==> src/rtl/pixel_format_to_rgba_or_gray_macros.svh <==
// Assertion macros used by the top-level RTL module.
`ifndef PIXEL_FORMAT_TO_RGBA_OR_GRAY_MACROS_SVH
`define PIXEL_FORMAT_TO_RGBA_OR_GRAY_MACROS_SVH

`ifndef SYNTHESIS
`define PFRG_ASSERT_NOW(lbl, clk, rst_n, ante, cons) \
  lbl: assert property (@(posedge clk) disable iff (!rst_n) (ante) |-> (cons)) \
    else $error("assertion failed");
`define PFRG_ASSERT_NEXT(lbl, clk, rst_n, ante, cons) \
  lbl: assert property (@(posedge clk) disable iff (!rst_n) (ante) |=> (cons)) \
    else $error("assertion failed");
`else
`define PFRG_ASSERT_NOW(lbl, clk, rst_n, ante, cons)
`define PFRG_ASSERT_NEXT(lbl, clk, rst_n, ante, cons)
`endif

`endif

==> src/rtl/pfrg_pkg.sv <==
package pfrg_pkg;

  localparam int PIX_W      = 32;
  localparam int CH_W       = 8;
  localparam int CFG_IDX_W  = 2;
  localparam int CFG_DATA_W = 2;
  localparam int SUM_W      = 15;
  localparam int RECIP_W    = 13;
  localparam int PROD_W     = SUM_W + RECIP_W;

  localparam logic [CFG_IDX_W-1:0] CFG_IDX_SOURCE_FORMAT = 2'd0;
  localparam logic [CFG_IDX_W-1:0] CFG_IDX_GRAY_MODE     = 2'd1;

  localparam logic [SUM_W-1:0]   LUMA_WR     = 15'd30;
  localparam logic [SUM_W-1:0]   LUMA_WG     = 15'd59;
  localparam logic [SUM_W-1:0]   LUMA_WB     = 15'd11;
  // floor(s / 100) equals (s * 5243) >> 19 for every s below 25600.
  localparam logic [RECIP_W-1:0] RECIP_100   = 13'd5243;
  localparam int                 RECIP_SHIFT = 19;

  typedef enum logic [1:0] {
    FMT_RGBA8888 = 2'd0,
    FMT_RGB565   = 2'd1,
    FMT_RGBA4444 = 2'd2,
    FMT_A8       = 2'd3
  } fmt_t;

  typedef struct packed {
    fmt_t source_format;
    logic gray_mode;
  } cfg_t;

  typedef struct packed {
    logic [CH_W-1:0] red;
    logic [CH_W-1:0] green;
    logic [CH_W-1:0] blue;
    logic [CH_W-1:0] alpha;
  } rgba_t;

  typedef struct packed {
    logic [CH_W-1:0] red;
    logic [CH_W-1:0] green;
    logic [CH_W-1:0] blue;
  } rgb_t;

  function automatic logic [CH_W-1:0] nib17(input logic [3:0] n);
    return {n, n};
  endfunction

  function automatic rgba_t expand_rgba(input fmt_t fmt, input logic [PIX_W-1:0] w);
    rgba_t res;
    res = '0;
    unique case (fmt)
      FMT_RGBA8888: begin
        res = '{red: w[7:0], green: w[15:8], blue: w[23:16], alpha: w[31:24]};
      end
      FMT_RGB565: begin
        res = '{red:   {w[15:11], w[15:13]},
                green: {w[10:5], w[10:9]},
                blue:  {w[4:0], w[4:2]},
                alpha: 8'hFF};
      end
      FMT_RGBA4444: begin
        res = '{red: nib17(w[15:12]), green: nib17(w[11:8]),
                blue: nib17(w[7:4]), alpha: nib17(w[3:0])};
      end
      FMT_A8: begin
        res = '{red: w[7:0], green: w[7:0], blue: w[7:0], alpha: w[7:0]};
      end
      default: res = '0;
    endcase
    return res;
  endfunction

  // A single byte as all three channels gives exactly that byte back as gray.
  function automatic rgb_t luma_src(input fmt_t fmt, input logic [PIX_W-1:0] w);
    rgb_t res;
    res = '0;
    unique case (fmt)
      FMT_RGBA8888: res = '{red: w[7:0], green: w[15:8], blue: w[23:16]};
      FMT_RGB565:   res = '{red: {w[15:11], 3'b000}, green: {w[10:5], 2'b00},
                            blue: {w[4:0], 3'b000}};
      FMT_RGBA4444: res = '{red: nib17(w[15:12]), green: nib17(w[11:8]),
                            blue: nib17(w[7:4])};
      FMT_A8:       res = '{red: w[7:0], green: w[7:0], blue: w[7:0]};
      default:      res = '0;
    endcase
    return res;
  endfunction

endpackage

==> src/rtl/pfrg_in_if.sv <==
interface pfrg_in_if;
  logic                        valid;
  logic                        ready;
  logic [pfrg_pkg::PIX_W-1:0]  pixel_word;

  modport source (output valid, output pixel_word, input ready);
  modport sink   (input valid, input pixel_word, output ready);
endinterface

==> src/rtl/pfrg_out_if.sv <==
interface pfrg_out_if;
  logic                       valid;
  logic                       ready;
  logic [pfrg_pkg::CH_W-1:0]  red;
  logic [pfrg_pkg::CH_W-1:0]  green;
  logic [pfrg_pkg::CH_W-1:0]  blue;
  logic [pfrg_pkg::CH_W-1:0]  alpha;
  logic [pfrg_pkg::CH_W-1:0]  gray;

  modport source (output valid, output red, output green, output blue, output alpha,
                  output gray, input ready);
  modport sink   (input valid, input red, input green, input blue, input alpha,
                  input gray, output ready);
endinterface

==> src/rtl/pfrg_cfg.sv <==
module pfrg_cfg (
  input  logic                            clk,
  input  logic                            rst_n,
  input  logic                            cfg_we,
  input  logic [pfrg_pkg::CFG_IDX_W-1:0]  cfg_idx,
  input  logic [pfrg_pkg::CFG_DATA_W-1:0] cfg_wdata,
  output pfrg_pkg::cfg_t                  cfg
);

  pfrg_pkg::cfg_t cfg_r;

  always_ff @(posedge clk) begin
    if (!rst_n) begin
      cfg_r <= '{source_format: pfrg_pkg::FMT_RGBA8888, gray_mode: 1'b0};
    end else if (cfg_we) begin
      unique case (cfg_idx)
        pfrg_pkg::CFG_IDX_SOURCE_FORMAT: begin
          cfg_r.source_format <= pfrg_pkg::fmt_t'(cfg_wdata[1:0]);
        end
        pfrg_pkg::CFG_IDX_GRAY_MODE: begin
          cfg_r.gray_mode <= cfg_wdata[0];
        end
        default: begin
          cfg_r <= cfg_r;
        end
      endcase
    end
  end

  assign cfg = cfg_r;

endmodule

==> src/rtl/pixel_format_to_rgba_or_gray.sv <==
// Each accepted input beat gives one result beat on the output, in order.
// Throughput: one pixel per cycle; four register stages (expand, weighted sum,
// reciprocal multiply, output) each stall only when full and blocked downstream.
// Reset (rst_n, synchronous, active low) clears all stage valid bits and sets
// source_format to RGBA8888 and gray_mode to off.
`include "pixel_format_to_rgba_or_gray_macros.svh"

module pixel_format_to_rgba_or_gray (
  input  logic                            clk,
  input  logic                            rst_n,
  input  logic                            cfg_we,
  input  logic [pfrg_pkg::CFG_IDX_W-1:0]  cfg_idx,
  input  logic [pfrg_pkg::CFG_DATA_W-1:0] cfg_wdata,
  pfrg_in_if.sink                         in_pix,
  pfrg_out_if.source                      out_pix
);

  pfrg_pkg::cfg_t cfg;

  pfrg_cfg u_cfg (
    .clk       (clk),
    .rst_n     (rst_n),
    .cfg_we    (cfg_we),
    .cfg_idx   (cfg_idx),
    .cfg_wdata (cfg_wdata),
    .cfg       (cfg)
  );

  logic v1_r, v2_r, v3_r, v4_r;
  logic rdy1, rdy2, rdy3, rdy4;

  pfrg_pkg::rgba_t                   rgba1_r, rgba2_r, rgba3_r, rgba4_r;
  pfrg_pkg::rgb_t                    src1_r;
  logic                              gm1_r, gm2_r, gm3_r;
  logic [pfrg_pkg::SUM_W-1:0]        sum2_r;
  logic [pfrg_pkg::PROD_W-1:0]       prod3_r;
  logic [pfrg_pkg::CH_W-1:0]         gray4_r;

  pfrg_pkg::rgba_t                   rgba_nxt;
  logic [pfrg_pkg::SUM_W-1:0]        sum_nxt;
  logic [pfrg_pkg::CH_W-1:0]         gray_nxt;

  assign rdy4 = !v4_r || out_pix.ready;
  assign rdy3 = !v3_r || rdy4;
  assign rdy2 = !v2_r || rdy3;
  assign rdy1 = !v1_r || rdy2;
  assign in_pix.ready = rdy1;

  always_ff @(posedge clk) begin
    if (!rst_n) begin
      v1_r <= 1'b0;
      v2_r <= 1'b0;
      v3_r <= 1'b0;
      v4_r <= 1'b0;
    end else begin
      if (rdy1) begin
        v1_r <= in_pix.valid;
      end
      if (rdy2) begin
        v2_r <= v1_r;
      end
      if (rdy3) begin
        v3_r <= v2_r;
      end
      if (rdy4) begin
        v4_r <= v3_r;
      end
    end
  end

  always_comb begin
    rgba_nxt = cfg.gray_mode ? '0
                             : pfrg_pkg::expand_rgba(cfg.source_format, in_pix.pixel_word);
    sum_nxt  = pfrg_pkg::LUMA_WR * pfrg_pkg::SUM_W'(src1_r.red)
             + pfrg_pkg::LUMA_WG * pfrg_pkg::SUM_W'(src1_r.green)
             + pfrg_pkg::LUMA_WB * pfrg_pkg::SUM_W'(src1_r.blue);
    gray_nxt = gm3_r ? prod3_r[pfrg_pkg::RECIP_SHIFT +: pfrg_pkg::CH_W] : '0;
  end

  always_ff @(posedge clk) begin
    if (rdy1) begin
      rgba1_r <= rgba_nxt;
      src1_r  <= pfrg_pkg::luma_src(cfg.source_format, in_pix.pixel_word);
      gm1_r   <= cfg.gray_mode;
    end
    if (rdy2) begin
      rgba2_r <= rgba1_r;
      sum2_r  <= sum_nxt;
      gm2_r   <= gm1_r;
    end
    if (rdy3) begin
      rgba3_r <= rgba2_r;
      prod3_r <= pfrg_pkg::PROD_W'(sum2_r) * pfrg_pkg::PROD_W'(pfrg_pkg::RECIP_100);
      gm3_r   <= gm2_r;
    end
    if (rdy4) begin
      rgba4_r <= rgba3_r;
      gray4_r <= gray_nxt;
    end
  end

  assign out_pix.valid = v4_r;
  assign out_pix.red   = rgba4_r.red;
  assign out_pix.green = rgba4_r.green;
  assign out_pix.blue  = rgba4_r.blue;
  assign out_pix.alpha = rgba4_r.alpha;
  assign out_pix.gray  = gray4_r;

  `PFRG_ASSERT_NEXT(a_stage_advance, clk, rst_n, v1_r && rdy2, v2_r)
  `PFRG_ASSERT_NEXT(a_hold_rgba, clk, rst_n, v4_r && !out_pix.ready, v4_r && $stable(rgba4_r))
  `PFRG_ASSERT_NEXT(a_hold_gray, clk, rst_n, v4_r && !out_pix.ready, $stable(gray4_r))
  `PFRG_ASSERT_NOW(a_gray_zero_in_rgba, clk, rst_n, v3_r && !gm3_r, gray_nxt == '0)
  `PFRG_ASSERT_NOW(a_rgba_zero_in_gray, clk, rst_n, v1_r && gm1_r, rgba1_r == '0)

endmodule

==> src/flat_wrapper.sv <==
// flat-port wrapper written by rule: the top's interface ports become plain ports
module pixel_format_to_rgba_or_gray_flat 
  (clk, rst_n, cfg_we, cfg_idx, cfg_wdata, in_pix_valid, in_pix_pixel_word, in_pix_ready, out_pix_valid, out_pix_red, out_pix_green, out_pix_blue, out_pix_alpha, out_pix_gray, out_pix_ready);
  pfrg_in_if in_pix_i ();
  pfrg_out_if out_pix_i ();
  input  logic clk;
  input  logic rst_n;
  input  logic cfg_we;
  input  logic [pfrg_pkg::CFG_IDX_W-1:0] cfg_idx;
  input  logic [pfrg_pkg::CFG_DATA_W-1:0] cfg_wdata;
  input wire logic [$bits(in_pix_i.valid)-1:0] in_pix_valid;
  input wire logic [$bits(in_pix_i.pixel_word)-1:0] in_pix_pixel_word;
  output wire logic [$bits(in_pix_i.ready)-1:0] in_pix_ready;
  output wire logic [$bits(out_pix_i.valid)-1:0] out_pix_valid;
  output wire logic [$bits(out_pix_i.red)-1:0] out_pix_red;
  output wire logic [$bits(out_pix_i.green)-1:0] out_pix_green;
  output wire logic [$bits(out_pix_i.blue)-1:0] out_pix_blue;
  output wire logic [$bits(out_pix_i.alpha)-1:0] out_pix_alpha;
  output wire logic [$bits(out_pix_i.gray)-1:0] out_pix_gray;
  input wire logic [$bits(out_pix_i.ready)-1:0] out_pix_ready;
  assign in_pix_i.valid = in_pix_valid;
  assign in_pix_i.pixel_word = in_pix_pixel_word;
  assign in_pix_ready = in_pix_i.ready;
  assign out_pix_valid = out_pix_i.valid;
  assign out_pix_red = out_pix_i.red;
  assign out_pix_green = out_pix_i.green;
  assign out_pix_blue = out_pix_i.blue;
  assign out_pix_alpha = out_pix_i.alpha;
  assign out_pix_gray = out_pix_i.gray;
  assign out_pix_i.ready = out_pix_ready;
  pixel_format_to_rgba_or_gray u_core (.clk(clk), .rst_n(rst_n), .cfg_we(cfg_we), .cfg_idx(cfg_idx), .cfg_wdata(cfg_wdata), .in_pix(in_pix_i), .out_pix(out_pix_i));
endmodule
==> config.mk <==
export PLATFORM = sky130hd
export DESIGN_NAME = pixel_format_to_rgba_or_gray_flat
export DESIGN_NICKNAME = d
export VERILOG_FILES = /design/src/rtl/pfrg_pkg.sv /design/src/rtl/pfrg_in_if.sv /design/src/rtl/pfrg_out_if.sv /design/src/rtl/pfrg_cfg.sv /design/src/rtl/pixel_format_to_rgba_or_gray.sv /design/src/flat_wrapper.sv
export VERILOG_INCLUDE_DIRS = /design/src /design/src/rtl
export SDC_FILE = /design/constraint.sdc
export NUM_CORES = 1
export LEC_CHECK = 0
export ABC_AREA = 1
export BUFFER_PORTS_ARGS = -buffer_cell sky130_fd_sc_hd__buf_2
export CORE_UTILIZATION = 60
export DETAILED_ROUTE_END_ITERATION = 7
export PLACE_DENSITY_LB_ADDON = 0.12
export SYNTH_ARGS = -nofsm -noshare
export SYNTH_HDL_FRONTEND = slang
export SYNTH_SLANG_ARGS = --single-unit
==> constraint.sdc <==
create_clock -name clk -period 12.15 [get_ports clk]
set_input_delay 0 -clock clk [delete_from_list [all_inputs] [get_ports clk]]
set_output_delay 0 -clock clk [all_outputs]
set_load 0.05 [all_outputs]
==> results of run 1 <==
final cells by class:
cell class,count,area [sq um],area share [%]
sequential,193,5730,36.7
multi-input combinational,745,6870,44.1
clock inverter,15,223,1.43
timing repair buffer,127,848,5.44
inverter,299,1130,7.26
clock buffer,17,425,2.73
tap,285,357,2.29
cells in the mapped netlist (5+ instances only):
master | n | share of area (%)
o21ai_2 | 5 | 0.32
inv_2 | 6 | 0.16
nor2_1 | 56 | 1.5
a41oi_1 | 6 | 0.38
o21ai_0 | 26 | 0.94
fa_1 | 132 | 19
nand4_1 | 9 | 0.41
nand2_1 | 193 | 5.3
a21oi_1 | 53 | 1.9
ha_1 | 161 | 15
nor3_1 | 7 | 0.25
inv_1 | 290 | 7.9
edfxtp_1 | 186 | 41
xnor2_1 | 8 | 0.51
xor2_1 | 13 | 0.83
dfxtp_1 | 7 | 1.0
nand3_1 | 38 | 1.4
registers in the layout, indices dropped and copies added, names as in the netlist, 3 cells and up:
register / count
u_core.out_pix.alpha: 8
u_core.out_pix.blue: 8
u_core.out_pix.gray: 8
u_core.out_pix.green: 8
u_core.out_pix.red: 8
u_core.prod3_r: 8
u_core.rgba1_r: 32
u_core.rgba2_r: 32
u_core.rgba3_r: 32
u_core.src1_r: 24
u_core.sum2_r: 15
u_core.u_cfg.cfg: 3
kinds of logic after synthesis:
group / count (synthesis) / synth area share [%]
AOI/OAI and AO/OA: 116 / 5.14
xor gates and xnor gates: 21 / 1.34
adders and majority gates: 293 / 33.8
buffers and inverters: 308 / 8.58
DFF: 193 / 41.6
and+or+nand+nor: 315 / 9.57
timing repair:
action	4_1_cts	5_1_grt
hold endpoints to repair	35	0
hold buffers	40	0
setup buffers	0	0
worst paths after layout:
path | start | end | cells after the start
max | u_core.src1_r[19] | u_core.sum2_r[13] | 22
min | in_pix_pixel_word[16] | u_core.src1_r[0] | 4
max reg2reg | u_core.src1_r[19] | u_core.sum2_r[13] | 22
min reg2reg | u_core.rgba3_r[25] | u_core.out_pix.red[1] | 0
metal layers:
| metal | wire, microns | vias to the layer above | share of wire, % |
|---|---|---|---|
| li1 | - | 4312 | - |
| met3 | 1310 | 50 | 4.8 |
| met2 | 13300 | 250 | 49 |
| met4 | 590 | 0 | 2.2 |
| met5 | 0 | - | 0 |
| met1 | 12100 | 4331 | 44 |
per-stage QoR:
| stage | area [sq um] | hold WS (ns) | cells |
|---|---|---|---|
| after floorplan | 13800 | 0.118 | 1246 |
| final | 15600 | 0.0336 | 1681 |
| after global placement | 14500 | 0.253 | 1609 |
| after detailed placement | 14500 | 0.262 | 1609 |
| after global routing | 15600 | 0.0360 | 1681 |
| after CTS | 15600 | 0.00955 | 1681 |
worst max-delay path, cell delays in order, from the launching register on:
cell	delay, ns
edfxtp_1	0.42
inv_1	0.18
fa_1	0.46
fa_1	0.51
inv_1	0.04
ha_1	0.35
a21oi_1	0.23
nand2_1	0.11
a21oi_1	0.21
o21bai_1	0.10
xor2_1	0.16
inv_1	0.06
ha_1	0.27
inv_1	0.04
fa_1	0.46
fa_1	0.54
inv_1	0.04
ha_1	0.35
a21oi_1	0.22
o21ai_0	0.10
nor2_1	0.09
nand3_1	0.09
xor2_1	0.14
==> impl_metrics.py, run 1 <==
metrics = {
    "status": {
        "status": "finished, final reports clean",
    },
    "die": {
        "die_area_sq_um": 23600,
        "initial_core_util_pct": 61.0,
        "row_count": 55,
        "die_h_microns": 154,
        "top_level_ports": 83,
        "die_width_microns": 154,
        "core_sq_um": 22600,
    },
    "timing": {
        "fmax_mhz": 184,
        "rsz0062_at_grt": "no",
        "setup_viol": 0,
        "worst_slack_ns": 6.72,
        "slew_violations": 0,
        "setup_tns_ns": 0,
        "fin_skew_ns": 0.0151,
        "slew_headroom_pct": 35.9,
        "fin_crit_sh_pct": 44.7,
        "fin_crit_ns": 5.43,
        "tightest_slew_ns": 0.960,
        "final-hold-violation-count": 0,
    },
    "synthesis": {
        "synth_area_sq_um": 13800,
        "ys_ff_latch": 193,
        "ys_warn_count": 0,
        "ys.flop_type": "edfxtp_1",
        "synth_edf_count": 186,
        "ys_types": 46,
        "async_reset_ff_share_pct": 0,
        "syn_avg_cell_area_sq_um": 11.1,
        "synth_nets": 1580,
        "synthCells": 1246,
        "ys_seq_area_share_pct": 41.6,
    },
    "final_layout": {
        "final_cell_mix": "inv_1 (289), nand2_1 (192), edfxtp_1 (186), ha_1 (161), fa_1 (132)",
        "final_common_cell": "inv_1",
        "num_antenna_cells": 0,
        "postLayoutCoreUtil_pct": 69.0,
        "drive_gt1_share_pct": 10.5,
        "fillers": 1675,
        "nNetsFinal": 1717,
        "synthToLayoutAreaGrowth_pct": 13.1,
    },
    "setup_path": {
        "crit_fanout": 5,
        "arrival_ns": 5.61,
        "rrSetupSlack_ns": 6.72,
        "worstSetupStartpointType": "flip-flop",
        "endpoint_kind": "flip-flop",
        "critPathKind": "flip-flop to flip-flop",
        "worstPathRequired_ns": 12.33,
    },
    "cts": {
        "htree_num_levels": 4,
        "path_clk_slew_ns": 0.08,
        "cts_sinks": 193,
        "post_cts_resized": 0,
        "cts_tree": "yes",
        "cts_root_buf": "clkbuf_16",
        "clock_path_buffers": 2,
        "cts_inserted_buffers": 17,
        "clkLatencyLatePin_ns": 0.44,
    },
    "grt": {
        "grtUsageMet1_pct": 34.1,
        "grt_overflow": 0,
        "use_met3_pct": 3.55,
        "antenna_found_initial": 0,
        "grt_max_degree": 60,
        "busiest_layer": "met2",
        "met2_usage_pct": 41.3,
        "grt_pass1_wl_microns": 45100,
        "grt_pass1_vias": 8993,
        "track_usage_pct": 24.9,
    },
    "detailed_routing": {
        "drtIter0Drc": 543,
        "viasPerCell": 5.32,
        "wl_per_cell_microns": 16.2,
        "antenna_left": 0,
        "vias": 8943,
        "wl_microns": 27300,
        "drc": 0,
        "firstDrtPassIters": 5,
    },
    "place": {
        "pre_cts_ws_ns": 6.68,
        "gp_congestion": 0.901,
        "portBuffers": 82,
        "place_hpwl_microns": 21300,
    },
    "min_path": {
        "hp-class": "input port to flip-flop",
    },
    "run": {
        "cap_viol_max_count": 0,
    },
}
Power of run 1 is not shown: default switching activity piles up to over one toggle a cycle in this logic, so the estimate is an artifact.
==> run 2: changes to the inputs <==
--- a/config.mk
+++ b/config.mk
@@ -6,7 +6,7 @@
 export SDC_FILE = /design/constraint.sdc
 export NUM_CORES = 1
 export LEC_CHECK = 0
-export ABC_AREA = 1
+export ABC_AREA = 0
 export BUFFER_PORTS_ARGS = -buffer_cell sky130_fd_sc_hd__buf_2
 export CORE_UTILIZATION = 60
 export DETAILED_ROUTE_END_ITERATION = 7
==> constraint.sdc (replaced) <==
create_clock -name clk -period 5.4 [get_ports clk]
set_input_delay 0 -clock clk [delete_from_list [all_inputs] [get_ports clk]]
set_output_delay 0 -clock clk [all_outputs]
set_load 0.05 [all_outputs]
==> run 2 against run 1 <==
Effect of this change: the flow now finishes with violations (negative setup slack); sequential share of layout area grew 1.2 points; die area is 4.6% lower; non-clock buffer count grew 9; largest cell class unchanged; synthesized area fell by 4.6%; worst hold slack got worse by 0.0086 ns.
==> impl_metrics.py, run 2 <==
metrics = {
    "final_layout": {
        "postLayoutCoreUtil_pct": 71.1,
        "drive_gt1_share_pct": 15.1,
        "nNetsFinal": 1497,
        "num_antenna_cells": 0,
        "final_cell_mix": "inv_1 (213), edfxtp_1 (186), ha_1 (155), fa_1 (131), buf_2 (82)",
        "final_common_cell": "inv_1",
        "reg_top3": "u_core.rgba1_r: 32 flops, u_core.rgba2_r: 32 flops, u_core.rgba3_r: 32 flops",
        "synthToLayoutAreaGrowth_pct": 14.8,
    },
    "setup_path": {
        "cp_slowest_stage_delay_ns": 0.61,
        "critPathKind": "flip-flop to flip-flop",
        "arrival_ns": 5.67,
        "worstPathRequired_ns": 5.57,
        "path_cells": "fa_1, fa_1, fa_2, a21o_1, a21oi_2, xnor2_1, fa_1, inv_1, fa_1, fa_1, inv_1, ha_1, or3_1, o21ai_2, a21oi_2, a211oi_2, a21oi_1, xor2_1",
        "crit_fanout": 3,
        "cp_num_buf_inv": 2,
        "critPathMostFrequentCell": "fa_1",
        "worstSetupStartpointType": "flip-flop",
        "endpoint_kind": "flip-flop",
        "cp_slowest_cell": "fa_1",
        "cp_top_family": "adder cells",
    },
    "place": {
        "gp_congestion": 0.879,
        "pre_cts_ws_ns": -0.107,
        "portBuffers": 82,
        "place_hpwl_microns": 18700,
    },
    "cts": {
        "clock_path_buffers": 2,
        "cts_root_buf": "clkbuf_16",
        "clkLatencyLatePin_ns": 0.44,
        "path_clk_slew_ns": 0.08,
        "cts_tree": "yes",
        "cts_sinks": 193,
        "cts_inserted_buffers": 17,
        "htree_num_levels": 4,
    },
    "grt": {
        "track_usage_pct": 23.1,
        "use_met3_pct": 3.78,
        "antenna_found_initial": 0,
        "grt_pass1_vias": 7906,
        "grt_pass1_wl_microns": 38900,
        "busiest_layer": "met2",
        "met2_usage_pct": 38.4,
        "grt_overflow": 0,
        "grt_max_degree": 59,
        "grtUsageMet1_pct": 31.8,
    },
    "detailed_routing": {
        "viasPerCell": 5.34,
        "wl_microns": 24200,
        "drtIter0Drc": 405,
        "firstDrtPassIters": 6,
        "vias": 7748,
        "drc": 0,
        "antenna_left": 0,
        "wl_per_cell_microns": 16.7,
    },
    "timing": {
        "final-hold-violation-count": 0,
        "slew_headroom_pct": 33.0,
        "fin_crit_sh_pct": 102,
        "tightest_slew_ns": 1.00,
        "fin_crit_ns": 5.49,
        "setup_viol": 2,
        "rsz0062_at_grt": "yes",
        "worst_slack_ns": -0.0923,
        "slew_violations": 0,
        "fin_skew_ns": 0.0198,
        "fmax_mhz": 182,
    },
    "synthesis": {
        "syn_avg_cell_area_sq_um": 12.8,
        "ys_types": 48,
        "synth_common_cells": "inv_1 (219), edfxtp_1 (186), ha_1 (161)",
        "ys.flop_type": "edfxtp_1",
        "ys_ff_latch": 193,
        "synth_area_leaders": "edfxtp_1 (43%), fa_1 (20%), ha_1 (15%)",
        "ys_warn_count": 0,
        "synthCells": 1024,
        "yosysMostFrequentCell": "inv_1",
        "synth_nets": 1358,
        "synth_edf_count": 186,
        "async_reset_ff_share_pct": 0,
        "synth_area_sq_um": 13100,
        "synth_top_area_share_pct": 42.5,
        "ys_seq_area_share_pct": 43.6,
        "yosysTopAreaCell": "edfxtp_1",
    },
    "die": {
        "die_area_sq_um": 22500,
        "row_count": 53,
        "die_h_microns": 150,
        "initial_core_util_pct": 61.9,
        "top_level_ports": 83,
        "die_width_microns": 150,
        "core_sq_um": 21200,
    },
    "min_path": {
        "hp-class": "input port to flip-flop",
    },
    "run": {
        "cap_viol_max_count": 0,
    },
    "status": {
        "status": "finished, violations left",
        "violations": "negative setup slack",
    },
}
[run 2: worst min-delay path, delay by kind of cell]
kind                   cells  cell delay (ns)
buffers and inverters      1             0.10
AND/OR/NAND/NOR            1             0.13
AO/OA/AOI/OAI              1             0.06
[run 2: cells by family after synthesis]
kind of cell    count (synthesis)  share of synthesized area, %
flops                         193                          43.6
simple gates                  144                          5.39
buf+inv                       236                          6.78
fa+ha+maj                     293                          35.4
xor+xnor                       30                          2.00
compound gates                113                          5.47
mux                            15                          1.35
[run 2: repair_timing]
item | CTS | global route
cloned | 0 | 0
endpoints found under the setup margin | 3 | 5
pin swaps | 12 | 25
buffers inserted | 2 | 3
hold buffers | 29 | 0
endpoints found under the hold margin | 25 | 0
resized for setup | 6 | 20
[run 2: routing by layer]
metal / part of all wire [%] / wire (microns) / vias up
li1: - / - / 3705
met1: 44 / 10600 / 3823
met2: 50 / 12100 / 188
met3: 4.3 / 1040 / 32
met4: 1.6 / 388 / 0
met5: 0 / 0 / -
[run 2: layout make-up]
| class | instances | area (sq um) |
|---|---|---|
| Clock buffer | 17 | 425 |
| Clock inverter | 15 | 221 |
| Fill cell | 1477 | 6130 |
| Inverter | 220 | 826 |
| Multi-Input combinational cell | 595 | 6660 |
| Sequential cell | 193 | 5730 |
| Tap cell | 275 | 344 |
| Timing Repair Buffer | 136 | 888 |
[run 2: through the flow]
| stage | std cells | hold WS [ns] | cell area (sq um) | setup TNS, ns |
|---|---|---|---|---|
| 2_1_floorplan | 1024 | 0.118 | 13200 | 0 |
| 3_3_place_gp | 1385 | 0.232 | 14000 | -0.00857 |
| 4_1_cts | 1448 | 0.00952 | 15000 | 0 |
| 6_report | 1451 | 0.0250 | 15100 | -0.117 |
| 5_1_grt | 1451 | 0.0115 | 15100 | -0.794 |
| 3_5_place_dp | 1385 | 0.250 | 14000 | -0.237 |
[run 2: path summary, 6_finish.rpt]
check	from	to	depth (start not counted)	slack, ns
min	in_pix_pixel_word[29]	u_core.rgba1_r[5]	3	0.02
max reg2reg	u_core.src1_r[17]	u_core.sum2_r[14]	18	-0.09
max	u_core.src1_r[17]	u_core.sum2_r[14]	18	-0.09
min reg2reg	u_core.rgba1_r[29]	u_core.rgba2_r[29]	0	0.42
Power of run 2 is left out for the same reason.
==> run 3: changes to the inputs <==
--- a/config.mk
+++ b/config.mk
@@ -9,8 +9,10 @@
 export ABC_AREA = 0
 export BUFFER_PORTS_ARGS = -buffer_cell sky130_fd_sc_hd__buf_2
 export CORE_UTILIZATION = 60
+export CTS_CLUSTER_DIAMETER = 80
 export DETAILED_ROUTE_END_ITERATION = 7
 export PLACE_DENSITY_LB_ADDON = 0.12
+export SETUP_SLACK_MARGIN = 0.5
 export SYNTH_ARGS = -nofsm -noshare
 export SYNTH_HDL_FRONTEND = slang
 export SYNTH_SLANG_ARGS = --single-unit
==> constraint.sdc (replaced) <==
create_clock -name clk -period 7 [get_ports clk]
set_input_delay 0 -clock clk [delete_from_list [all_inputs] [get_ports clk]]
set_output_delay 0 -clock clk [all_outputs]
set_load 0.05 [all_outputs]
==> run 3 against run 2 <==
Effect of this change: the flow now finishes without violations; worst hold slack got worse by 0.0054 ns; global-route usage increased by 0.12 points; cell area decreased by 1.6%; worst setup slack improved by 1.3 ns; clock skew decreased by 0.0062 ns; maximum frequency decreased by 4.8%; sequential cell count unchanged; register-to-register slack improved by 1.3 ns; die area unchanged; highest routed layer unchanged.
==> impl_metrics.py, run 3 (same netlist as run 2, synthesis figures left out) <==
metrics = {
    "detailed_routing": {
        "wl_per_cell_microns": 16.7,
        "drtIter0Drc": 434,
        "firstDrtPassIters": 4,
        "viasPerCell": 5.37,
        "drc": 0,
        "antenna_left": 0,
        "wl_microns": 24000,
        "vias": 7708,
    },
    "timing": {
        "fin_crit_sh_pct": 82.4,
        "setup_viol": 0,
        "setup_tns_ns": 0,
        "tightest_slew_ns": 0.922,
        "rsz0062_at_grt": "no",
        "slew_violations": 0,
        "fin_crit_ns": 5.77,
        "slew_headroom_pct": 38.5,
        "worst_slack_ns": 1.23,
        "final-hold-violation-count": 0,
        "fmax_mhz": 173,
        "fin_skew_ns": 0.0136,
    },
    "final_layout": {
        "num_antenna_cells": 0,
        "drive_gt1_share_pct": 11.5,
        "fillers": 1490,
        "nNetsFinal": 1481,
        "final_cell_mix": "inv_1 (218), edfxtp_1 (186), ha_1 (161), fa_1 (132), buf_2 (82)",
        "layoutNonFillerInstCount": 1435,
        "multi_input_area_sq_um": 6530,
        "ff_latch_area_sq_um": 5730,
        "synthToLayoutAreaGrowth_pct": 13.0,
        "final_common_cell": "inv_1",
        "reg_top3": "u_core.rgba1_r: 32 flops, u_core.rgba2_r: 32 flops, u_core.rgba3_r: 32 flops",
    },
    "setup_path": {
        "cp_num_buf_inv": 2,
        "cp_slowest_cell": "fa_1",
        "endpoint_kind": "flip-flop",
        "r2r-end": "u_core.sum2_r[14]",
        "worst_r2r_path_depth": 18,
        "worstSetupStartpointType": "flip-flop",
        "cp_slowest_stage_delay_ns": 0.60,
        "arrival_ns": 5.95,
        "rrSetupSlack_ns": 1.23,
        "worstPathRequired_ns": 7.18,
        "critPathKind": "flip-flop to flip-flop",
        "r2r_start": "u_core.src1_r[16]",
        "cp_top_family": "adder cells",
        "crit_fanout": 4,
        "path_cells": "fa_1, fa_1, fa_1, a21o_1, a21oi_1, xnor2_1, fa_1, inv_1, fa_1, fa_1, inv_1, ha_1, or3_1, o21ai_0, a21oi_1, a211oi_1, a21oi_1, xor2_1",
        "critPathMostFrequentCell": "fa_1",
    },
    "cts": {
        "cts_sinks": 193,
        "cts_root_buf": "clkbuf_16",
        "cts_tree": "yes",
        "post_cts_buffers": 0,
        "htree_num_levels": 4,
        "post_cts_resized": 0,
        "cts_inserted_buffers": 17,
        "path_clk_slew_ns": 0.08,
        "clkLatencyLatePin_ns": 0.44,
        "clock_path_buffers": 2,
    },
    "place": {
        "gp_congestion": 0.836,
        "placed_cells": 1371,
        "portBuffers": 82,
        "place_hpwl_microns": 18300,
        "pre_cts_ws_ns": 1.23,
    },
    "die": {
        "die_area_sq_um": 22500,
        "core_sq_um": 21200,
        "top_level_ports": 83,
        "row_count": 53,
        "die_h_microns": 150,
        "die_width_microns": 150,
        "initial_core_util_pct": 61.9,
    },
    "grt": {
        "grt_max_degree": 58,
        "grt_overflow": 0,
        "grt_pass1_wl_microns": 38900,
        "grt_pass1_vias": 7947,
        "track_usage_pct": 23.2,
        "antenna_found_initial": 0,
    },
    "min_path": {
        "hold_depth": 3,
        "min_delay_worst_endpoint": "u_core.src1_r[11]",
        "hp-class": "input port to flip-flop",
        "hold_path_startpoint": "in_pix_pixel_word[11]",
    },
    "run": {
        "cap_viol_max_count": 0,
    },
    "status": {
        "status": "finished, final reports clean",
    },
}
-- run 3: layout make-up --
cell class,instances,area share [%]
Clock buffer,17,2.87
Multi-Input combinational cell,595,44.0
Inverter,220,5.56
Clock inverter,15,1.51
Sequential cell,193,38.6
Timing Repair Buffer,120,5.23
Tap cell,275,2.32
-- run 3: layer usage --
layer  global-route usage, %  vias to the layer above  share of wire, %
met1                    30.6                     3811                44
li1                        -                     3678                 -
met2                    38.7                      194                49
met5                       0                        -                 0
met3                    4.54                       25               4.9
met4                    7.53                        0               1.8
-- run 3: worst max path at each step --
stage | startpoint | endpoint | slack (ns) | depth (start not counted)
after CTS | u_core.src1_r[16] | u_core.sum2_r[14] | 1.22 | 18
final | u_core.src1_r[16] | u_core.sum2_r[14] | 1.23 | 18
after detailed placement | u_core.src1_r[16] | u_core.sum2_r[14] | 1.23 | 18
after floorplan | u_core.src1_r[16] | u_core.sum2_r[14] | 1.51 | 18
after global routing | u_core.src1_r[19] | u_core.sum2_r[14] | 0.94 | 20
after global placement | u_core.src1_r[16] | u_core.sum2_r[14] | 1.34 | 18
-- run 3: stage by stage --
stage / area, sq um / hold slack (ns) / utilization (%)
after floorplan: 13100 / 0.118 / -
after global placement: 13900 / 0.235 / 65.4
after detailed placement: 13900 / 0.257 / 65.4
after CTS: 14800 / 0.00373 / 70.0
after global routing: 14800 / 0.0102 / 70.0
final: 14800 / 0.0196 / 70.0
-- run 3: worst reg2reg max path, cell delays in order (launching register included) --
cell and delay [ns]:
edfxtp_1 0.45, fa_1 0.60, fa_1 0.47, fa_1 0.45
a21o_1 0.19, a21oi_1 0.22, xnor2_1 0.16, fa_1 0.43
inv_1 0.08, fa_1 0.43, fa_1 0.54, inv_1 0.04
ha_1 0.34, or3_1 0.31, o21ai_0 0.09, a21oi_1 0.10
a211oi_1 0.33, a21oi_1 0.13, xor2_1 0.15
-- run 3: repair_timing --
action,4_1_cts,5_1_grt
setup endpoints to repair,0,0
hold endpoints to repair,26,0
hold buffers,32,0
Power of run 3 is left out for the same reason.
